`src/rtl/core/phs_pkg.sv`:
```
// Package for the polyphonic harmonic synth: sizes, state codes, shared types
// and the elaboration-time sine and note-increment tables. No dependencies.
package phs_pkg;

	localparam int MAX_VOICES   = 16;
	localparam int VOICE_W      = $clog2(MAX_VOICES);
	localparam int SAMPLE_RATE  = 48000;
	localparam int SINE_ENTRIES = 1024;
	localparam int SINE_AW      = $clog2(SINE_ENTRIES);
	localparam int HARMONICS    = 8;
	localparam int HARM_W       = $clog2(HARMONICS);
	localparam int WEIGHT_TOP   = 5 * (HARMONICS - 1);
	localparam int MIX_DIV      = WEIGHT_TOP * (HARMONICS - 1);
	localparam int NOTES        = 128;
	localparam int NOTE_W       = 7;
	localparam int FADE_W       = 16;
	localparam int SAMPLE_W     = 24;
	localparam int VSUM_W       = 24;
	localparam int ACC_W        = 48;
	localparam int DIV_NW       = 48;
	localparam int DIV_DW       = 24;
	localparam int DIV_CW       = $clog2(DIV_NW);

	localparam logic [FADE_W-1:0] FADE_RESET = 16'd4800;
	localparam logic [SAMPLE_W-1:0] OUT_MAX  = 24'h7FFFFF;
	localparam logic [SAMPLE_W:0]   OUT_MAGN = 25'h0800000;

	localparam logic KIND_TICK   = 1'b0;
	localparam logic KIND_TOGGLE = 1'b1;

	localparam longint unsigned PI_HALF_Q30 = 64'd1686629713;
	localparam longint unsigned ONE_Q30     = 64'd1073741824;

	typedef enum logic [3:0] {
		S_IDLE,
		S_TG_SCAN,
		S_TG_ALLOC,
		S_VOICE,
		S_HARM,
		S_DRAIN,
		S_SCALE,
		S_FIN,
		S_DIV_START,
		S_DIV_WAIT,
		S_OUT
	} state_t;

	typedef struct packed {
		logic busy;
		logic done;
	} div_stat_t;

	typedef logic signed [15:0] sine_tab_t [SINE_ENTRIES];
	typedef logic [31:0] inc_tab_t [NOTES];

	// Q1.15 sine via Q30 quarter-wave Taylor series, rounded half up
	function automatic sine_tab_t build_sine();
		sine_tab_t tab;
		longint unsigned u, r, x, x2, t, v;
		longint s;
		longint unsigned quad;
		for (int i = 0; i < SINE_ENTRIES; i++) begin
			u = (64'(i) << 32) / 64'(SINE_ENTRIES);
			quad = (u >> 30) & 64'd3;
			r = u & (ONE_Q30 - 64'd1);
			if (quad[0])
				r = ONE_Q30 - r;
			x = (r * PI_HALF_Q30) >> 30;
			x2 = (x * x) >> 30;
			t = x;
			s = longint'(x);
			for (int n = 1; n <= 7; n++) begin
				t = ((t * x2) >> 30) / 64'((2 * n) * (2 * n + 1));
				if (n % 2 == 1)
					s = s - longint'(t);
				else
					s = s + longint'(t);
			end
			if (s < 0)
				s = 0;
			if (s > longint'(ONE_Q30))
				s = longint'(ONE_Q30);
			v = (64'(s) * 64'd32767 + (ONE_Q30 >> 1)) >> 30;
			tab[i] = (quad >= 64'd2) ? 16'(-longint'(v)) : 16'(v);
		end
		return tab;
	endfunction

	// Phase increment per note: floor((BASE << octave) * 2^8 / SAMPLE_RATE)
	function automatic inc_tab_t build_inc();
		inc_tab_t tab;
		longint unsigned base [12];
		longint unsigned f;
		base[0]  = 64'd137167144; base[1]  = 64'd145323527; base[2]  = 64'd153964914;
		base[3]  = 64'd163120144; base[4]  = 64'd172819773; base[5]  = 64'd183096171;
		base[6]  = 64'd193983636; base[7]  = 64'd205518503; base[8]  = 64'd217739269;
		base[9]  = 64'd230686720; base[10] = 64'd244404066; base[11] = 64'd258937088;
		for (int nt = 0; nt < NOTES; nt++) begin
			f = base[nt % 12] << (nt / 12);
			tab[nt] = 32'((f << 8) / 64'(SAMPLE_RATE));
		end
		return tab;
	endfunction

	localparam sine_tab_t SINE_TAB = build_sine();
	localparam inc_tab_t  NOTE_INC = build_inc();

endpackage

```
`src/rtl/core/phs_div.sv`:
```
// Restoring divider, one quotient bit per cycle, for the mix normalization.
// Depends on phs_pkg.
module phs_div (
	input  logic                          clk,
	input  logic                          arst_n,
	input  logic                          start,
	input  logic [phs_pkg::DIV_NW-1:0]    num,
	input  logic [phs_pkg::DIV_DW-1:0]    den,
	output phs_pkg::div_stat_t            stat,
	output logic [phs_pkg::DIV_NW-1:0]    quot
);
	logic                         busy_q, done_q;
	logic [phs_pkg::DIV_CW-1:0]   cnt_q;
	logic [phs_pkg::DIV_NW-1:0]   n_q;
	logic [phs_pkg::DIV_DW-1:0]   rem_q, den_q;
	logic [phs_pkg::DIV_DW:0]     rem_sh;
	logic                         ge;

	assign rem_sh = {rem_q, n_q[phs_pkg::DIV_NW-1]};
	assign ge     = rem_sh >= {1'b0, den_q};

	always_ff @(posedge clk or negedge arst_n) begin
		if (!arst_n) begin
			busy_q <= 1'b0;
			done_q <= 1'b0;
			cnt_q  <= '0;
		end else begin
			done_q <= 1'b0;
			if (start) begin
				busy_q <= 1'b1;
				cnt_q  <= '0;
			end else if (busy_q) begin
				cnt_q <= cnt_q + 1'b1;
				if (cnt_q == phs_pkg::DIV_CW'(phs_pkg::DIV_NW - 1)) begin
					busy_q <= 1'b0;
					done_q <= 1'b1;
				end
			end
		end
	end

	always_ff @(posedge clk) begin
		if (start) begin
			n_q   <= num;
			den_q <= den;
			rem_q <= '0;
		end else if (busy_q) begin
			n_q   <= {n_q[phs_pkg::DIV_NW-2:0], ge};
			rem_q <= ge ? phs_pkg::DIV_DW'(rem_sh - {1'b0, den_q})
			            : rem_sh[phs_pkg::DIV_DW-1:0];
		end
	end

	assign stat.busy = busy_q;
	assign stat.done = done_q;
	assign quot      = n_q;
endmodule

```
`config.mk`:
```
export PLATFORM = sky130hd
export DESIGN_NAME = phs_div
export DESIGN_NICKNAME = d
export VERILOG_FILES = /design/src/rtl/core/phs_pkg.sv /design/src/rtl/core/phs_div.sv
export SDC_FILE = /design/constraint.sdc
export NUM_CORES = 1
export LEC_CHECK = 0
export BUFFER_PORTS_ARGS = -buffer_cell sky130_fd_sc_hd__buf_4
export CELL_PAD_IN_SITES_DETAIL_PLACEMENT = 0
export CELL_PAD_IN_SITES_GLOBAL_PLACEMENT = 1
export CORE_AREA = 2 2 102 143
export CTS_BUF_LIST = sky130_fd_sc_hd__clkbuf_16
export CTS_CLUSTER_SIZE = 30
export DETAILED_ROUTE_END_ITERATION = 16
export DIE_AREA = 0 0 104 145
export GPL_TIMING_DRIVEN = 0
export PLACE_DENSITY = 0.84
export SYNTH_ARGS = -nofsm -noshare
export SYNTH_HDL_FRONTEND = slang
export SYNTH_SLANG_ARGS = --single-unit
```
`constraint.sdc`:
```
create_clock -name clk -period 3.9 [get_ports clk]
set_input_delay 0.39 -clock clk [delete_from_list [all_inputs] [get_ports clk]]
set_output_delay 0.39 -clock clk [all_outputs]
set_load 0.005 [all_outputs]
```
Word level (Yosys, flattened, before mapping)
Index checks and enable logic that the tools add are counted.
- output and inout bits: 50
- input port bits: 75
- word-level logic and storage cells: 22
- register bits: 104
- $lt $le $gt $ge: 1
- eq/ne operators: 1
- multiplexer cells: 11
- add/sub/neg operators: 2
- reduce and logical (&&, ||, !) cells: 1
- operators by type and width (kind ; count):
    two-way mux 48 bit ; 2
    >= comparator 25 x 24 -> 1 bit ; 1
    two-way mux 24 bit ; 1
    subtractor 24 bit ; 1
    two-way mux 6 bit ; 2
    adder 6 x 1 -> 6 bit (second input constant) ; 1
    equality test 6 bit (second input constant) ; 1
    two-way mux 1 bit ; 6
    nonzero test 2 bit ; 1

Longest topological paths before layout
Gate-level depths: netlist of the first run.
- depth after elaboration: 4
- mapped depth: 11
- mapped depth without buffers: 11

Least setup slack after synthesis of the first run
Ideal clock, no wire load.
- path kind: reg-to-reg
- from: reg den_q[7] (netlist name)
- to: reg rem_q[19] (netlist name)
- period minus slack after synthesis: 2.505 ns
- setup slack: 1.395 ns
- cell stages (with the launch flop): 11
- required time: 3.809 ns
- buffers on the path: 1
- setup time: 0.091 ns
- data arrival time: 2.414 ns
- cells stage by stage: edfxtp_1 -> inv_1 -> ha_1 -> and3_2 -> nand3_2 -> or4_4 -> a211o_1 -> nand2_2 -> buf_12 -> o2111ai_1 -> a311oi_1
- word-level cells in the longest chain between the ends: 2
- elaborated cells on any way between the ends: 3
- those cells by class: 1 x add/sub; 1 x order compare; 1 x mux
- RTL lines (what ; RTL line ; source):
    start: declaration ; phs_div.sv:15 ; logic [phs_pkg::DIV_DW-1:0] rem_q, den_q;
    start signal: assignment ; phs_div.sv:45 ; den_q <= den;
    subtractor 24 bit or >= comparator 25 x 24 -> 1 bit (tied branches) ; phs_div.sv:49, phs_div.sv:20 ;
    two-way mux 24 bit (*) ; phs_div.sv:49 ; rem_q <= ge ? phs_pkg::DIV_DW'(rem_sh - {1'b0, den_q})
    end signal: assignment ; phs_div.sv:49 ;
    end: declaration ; phs_div.sv:15 ;
Every way passes the cells marked *; elsewhere a longest branch is shown, timed or not.
A chain may end at the register's enable or synchronous reset.

Final worst setup path of the first run
- from: reg den_q[14] (netlist name)
- to: reg rem_q[19] (netlist name)
The elaborated chain is that of the path after synthesis.

==> results of run 1 <==
power by group through the flow:
stage	clock network [uW]	registers, uW	logic [uW]
2_1_floorplan	0	1510	1210
3_3_place_gp	0	1530	1660
3_5_place_dp	0	1540	1700
4_1_cts	931	1520	1710
5_1_grt	968	1550	1890
6_report	915	1520	1730
layer usage:
metal / vias to the layer above / track usage [%] / routed length (um)
li1: 2106 / - / -
met1: 2095 / 20.8 / 5550
met2: 156 / 34.3 / 7370
met3: 27 / 5.12 / 975
met4: 0 / 7.43 / 351
met5: - / 0 / 0
final timing paths:
kind,endpoint,slack [ns],cells past startpoint
min in group asynchronous,cnt_q[2]$_DFFE_PN0P_,0.44,2
min reg2reg,rem_q[9]$_SDFFE_PP0P_,0.50,2
max,rem_q[19]$_SDFFE_PP0P_,0.78,11
min,den_q[4]$_DFFE_PP_,0.21,1
max reg2reg,rem_q[19]$_SDFFE_PP0P_,0.78,11
max in group asynchronous,cnt_q[4]$_DFFE_PN0P_,3.34,2
through the flow:
step / utilization, % / hold WS, ns
6_report: 51.2 / 0.207
5_1_grt: 51.2 / 0.199
4_1_cts: 51.2 / 0.196
3_5_place_dp: 49.0 / 0.214
3_3_place_gp: 48.9 / 0.211
2_1_floorplan: - / 0.0944
flip-flops by register name (all words and copies together), names as in the netlist:
name	cells
busy_q	1
cnt_q	6
den_q	24
done_q	1
quot	48
rem_q	24
cell families (layout without fill, tap and decap cells):
logic type / count (synthesis) / in the layout / share of synthesized area [%]
xor+xnor: 19 / 19 / 2.99
compound gates: 107 / 107 / 13.3
fa+ha+maj: 26 / 26 / 5.97
buf+inv: 54 / 196 / 4.15
flops: 104 / 104 / 51.0
mux: 56 / 56 / 11.2
simple gates: 125 / 125 / 11.4
final cells by class:
cell class / instances / area (sq um) / share of cell area, %
timing repair buffer: 126 / 961 / 13.6
multi-input combinational: 333 / 2500 / 35.4
inverter: 30 / 113 / 1.60
buffer: 24 / 119 / 1.68
tap: 185 / 231 / 3.28
clock inverter: 7 / 63.8 / 0.904
clock buffer: 9 / 225 / 3.19
sequential: 104 / 2840 / 40.3
timing repair:
action	CTS	global route
hold endpoints to repair	8	0
hold buffers	1	0
setup buffers	0	0
resized for setup	0	0
endpoints found under the setup margin	0	0
Yosys cell counts, types with 3 or more instances:
cell type / count
nor2_1: 35
nand2_1: 27
o211ai_1: 3
dfrtp_1: 8
ha_1: 25
a21o_1: 8
a211oi_1: 12
nor2b_1: 6
mux2_2: 49
or3_1: 5
and3_1: 3
nand3_1: 12
dfxtp_1: 24
inv_1: 30
o2111ai_1: 3
o21ai_0: 14
xnor2_1: 8
and2_1: 3
nand4_1: 5
xor2_1: 11
clkbuf_1: 19
a21oi_1: 25
o31a_1: 4
edfxtp_1: 72
nor3_1: 4
a311oi_1: 12
o21a_1: 4
nand2b_1: 7
mux2i_1: 7
a31oi_1: 3
buf_4: 3
==> flow_summary.toml, run 1 <==
[detailed_routing]
drt_iter0_drc = 229
wl_per_cell_um = 17.4
ant_nets = 0
route.final.wire_length_um = 14300
num_vias = 4384
drtPass1Iterations = 5
drc = 0
viasPerCell = 5.36

[global_route]
grt_first_pass_wirelength_um = 22700
antenna_found_initial = 0
grt_pass1_vias = 4614
grt_remaining_overflow = 0
grt_max_degree = 33
grt_usage_pct = 18.9

[synthesis]
synth_seq_cells = 104
syn_inst = 491
ys_seq_area_share_pct = 51.0
synth_area_leaders = "edfxtp_1, mux2_2, dfxtp_1"
synthArstFlopShare_pct = 7.69
synth_ff_type = "edfxtp_1"
syn_area_sq_um = 5570
synth_top_area_share_pct = 38.8
syn_nets = 592
synth_edf_count = 72
syn_area_per_cell_sq_um = 11.4
synth_cell_types = 61
synth_area_leader_cell = "edfxtp_1"
yosysWarnings = 0

[timing]
finalClockSkew_ns = 0.00753
max-slew-margin-rel_pct = 56.7
finalSetupViolations = 0
hold_viol = 0
worstMarginPinSlew_ns = 0.649
setup_tns_ns = 0
fmax_ghz = 0.320
post-route-period-util_pct = 80.0
drv_slew = 0
rsz0062_at_grt = "false"
setup_ws_ns = 0.778
fin_crit_ns = 3.12

[final_layout]
synthToLayoutAreaGrowth_pct = 26.6
layout.cells.non_filler = 818
diodes = 0
nFillCells = 1288
mostFrequentLayoutCells = "buf_4, edfxtp_1, mux2_2"
final_cell_area_sq_um = 7060
layout-drive-gt1-share_pct = 32.1
nets = 729
layout_commonest_cell = "buf_4"

[setup_path]
cp_cell_sequence = "inv_1, ha_1, a211oi_1, o21bai_1, a211oi_1, o21ai_1, a41o_1, nor2_2, buf_2, nand2_1, a311oi_1"
cp_common_cell = "a211oi_1"
cp-end-kind = "register"
start_kind = "register"
arrival_ns = 3.37
cpMaxStageDelayCell = "buf_2"
worst_path_dominant_cell_family = "compound AO/OA/AOI/OAI gates"
slowest_delay_ns = 0.37
crit_path_start = "den_q[14]$_DFFE_PP_"
timing.critical_path.buf_inv = 2
r2r_start = "den_q[14]$_DFFE_PP_"
path_class = "register to register"
cp_max_fo = 10
required_ns = 4.15

[cts]
root_buffer = "clkbuf_16"
cts_buffer_depth = 2
htree_levels = 3
cts_tree = "built"
clkSinkCount = 104
clkLatencyLatePin_ns = 0.35
cts_buffers = 9
cts.clk_slew.worst_paths_ns = 0.07

[pwr]
p_clk_share_pct = 21.9
p_leak_uw = 0.00298
internal-power_uw = 2660
vdd_ir_drop_max_mv = 0.252
p_seq_share_pct = 36.5
p_sw_uw = 1510
p_sw_share_pct = 36.1
combinationalPowerShare_pct = 41.6
p_total_uw = 4170
pwr_density_cell_nw_per_um2 = 591

[floorplanning]
dieHeight_um = 145
design.core.area_sq_um = 13800
dieArea_sq_um = 15100
io-pin-count = 125
start_util_pct = 40.4
die_x_um = 104
placementRows = 51

[placement]
place_ws_ns = 0.861
io_buffers = 124
dp_hpwl_um = 10400
place.gp.congestion = 0.854
place_inst = 801
place_area_sq_um = 6760

[run_status]
status = "finished, final reports clean"

[job]
drv_cap = 0

[worst_hold_path]
hold_start = "den[4]"
hp-class = "primary input to register"
Power figures use the tool's default switching activity.
==> run 2: changes to the inputs <==
==> constraint.sdc (replaced) <==
create_clock -name clk -period 3.23 [get_ports clk]
set_input_delay 0.323 -clock clk [delete_from_list [all_inputs] [get_ports clk]]
set_output_delay 0.323 -clock clk [all_outputs]
set_load 0.005 [all_outputs]
==> run 2 against run 1 <==
Clock skew barely moved. Largest cell class unchanged. Critical path type unchanged. Register-to-register slack got worse by 0.47 ns. Via count fell by 0.62%. Largest power group unchanged. Critical path depth did not move. Non-clock buffer count did not move. Fmax rose by 6.8%. Worst setup slack got worse by 0.47 ns.
==> flow_summary.toml, run 2 (synthesis gave the netlist of run 1 again) <==
[global_route]
grtUsageMet1_pct = 20.8
grt_remaining_overflow = 0
antenna_found_initial = 0
grt_max_degree = 33
use_met3_pct = 5.12
use_met2_pct = 34.3
grt_first_pass_wirelength_um = 22700
grt_usage_pct = 18.9
grt_pass1_vias = 4614
top_usage_layer = "met2"

[detailed_routing]
route.final.wire_length_um = 14200
viasPerCell = 5.33
drc = 0
drtPass1Iterations = 5
ant_nets = 0
drt_iter0_drc = 228
num_vias = 4357
wl_per_cell_um = 17.4

[cts]
htree_levels = 3
cts_tree = "built"
cts_buffer_depth = 2
clkLatencyLatePin_ns = 0.35
clkSinkCount = 104
postCtsSetupRepairBufs = 0
root_buffer = "clkbuf_16"
cts_buffers = 9
cts.clk_slew.worst_paths_ns = 0.07

[floorplanning]
start_util_pct = 40.4
io-pin-count = 125
dieArea_sq_um = 15100
design.core.area_sq_um = 13800
die_x_um = 104
dieHeight_um = 145
placementRows = 51

[setup_path]
arrival_ns = 3.17
reg2reg_depth = 11
slowest_delay_ns = 0.35
cp_common_cell = "a211oi_1"
critical_path_depth = 11
worst_path_dominant_cell_family = "compound AO/OA/AOI/OAI gates"
cpMaxStageDelayCell = "a41o_1"
timing.critical_path.buf_inv = 2
cp_max_fo = 10
start_kind = "register"
required_ns = 3.48
cp_cell_sequence = "inv_1, ha_1, a211oi_1, o21bai_1, a211oi_1, o21ai_1, a41o_1, nor2_4, buf_4, nand2_1, a311oi_1"
cp-end-kind = "register"
path_class = "register to register"

[timing]
setup_tns_ns = 0
rsz0062_at_grt = "false"
fin_crit_ns = 2.92
max-slew-margin-rel_pct = 57.5
worstMarginPinSlew_ns = 0.637
fmax_ghz = 0.342
finalClockSkew_ns = 0.00799
finalSetupViolations = 0
hold_viol = 0
drv_slew = 0
post-route-period-util_pct = 90.5

[final_layout]
nets = 729
layout_commonest_cell = "buf_4"
layout.cells.non_filler = 818
largest_reg_flops = 48
synthToLayoutAreaGrowth_pct = 26.8
diodes = 0
mostFrequentLayoutCells = "buf_4, edfxtp_1, mux2_2"
layout-drive-gt1-share_pct = 32.2
nFillCells = 1281

[job]
drv_cap = 0

[pwr]
p_seq_share_pct = 36.4
p_sw_share_pct = 36.0
internal-power_uw = 3230
vdd_ir_drop_max_mv = 0.303
p_sw_uw = 1810
combinationalPowerShare_pct = 41.7
pwr_density_cell_nw_per_um2 = 714
p_leak_uw = 0.00299
p_total_uw = 5050
p_clk_share_pct = 21.8

[worst_hold_path]
hp-class = "primary input to register"
min_path_cells = 1

[run_status]
status = "finished, final reports clean"

[placement]
place_inst = 801
dp_hpwl_um = 10400
io_buffers = 124
place.gp.congestion = 0.854
run 2: layer usage:
metal / vias to the layer above / share of wire (%)
met3: 22 / 7.2
met2: 159 / 52
met5: - / 0
li1: 2102 / -
met1: 2074 / 38
met4: 0 / 2.3
run 2: through the flow:
step,util (%),hold slack [ns],cell area (sq um),setup WS (ns)
floorplan,-,0.0274,5570,0.725
global placement,48.9,0.144,6740,-0.217
detailed placement,49.0,0.147,6760,0.191
CTS,51.2,0.129,7060,0.144
global route,51.3,0.132,7070,0.0293
finish,51.3,0.139,7070,0.308
run 2: worst paths after layout:
kind	startpoint	slack, ns	endpoint
hold reg to reg	rem_q[8]$_SDFFE_PP0P_	0.50	rem_q[9]$_SDFFE_PP0P_
min in group asynchronous	arst_n	0.37	cnt_q[2]$_DFFE_PN0P_
hold / removal	den[9]	0.14	den_q[9]$_DFFE_PP_
setup reg to reg	den_q[14]$_DFFE_PP_	0.31	rem_q[19]$_SDFFE_PP0P_
max in group asynchronous	arst_n	2.73	cnt_q[4]$_DFFE_PN0P_
setup / recovery	den_q[14]$_DFFE_PP_	0.31	rem_q[19]$_SDFFE_PP0P_
run 2: power by group through the flow:
stage / Combinational, uW / Clock, uW / Sequential [uW]
2_1_floorplan: 1460 / 0 / 1820
3_3_place_gp: 2010 / 0 / 1850
3_5_place_dp: 2050 / 0 / 1860
4_1_cts: 2060 / 1120 / 1840
5_1_grt: 2300 / 1170 / 1870
6_report: 2110 / 1100 / 1840
run 2: final cells by class:
type                            count  area [sq um]  area share [%]
Timing Repair Buffer              126           961            13.6
Inverter                           30           113            1.59
Sequential cell                   104          2840            40.2
Buffer                             24           121            1.72
Clock inverter                      7          63.8           0.902
Multi-Input combinational cell    333          2510            35.5
Tap cell                          185           231            3.27
Clock buffer                        9           225            3.19
run 2: repair_timing:
item                                   4_1_cts  5_1_grt
resized for setup                            0        4
endpoints found under the hold margin        8        0
setup endpoints to repair                    0       10
hold buffers                                 1        0
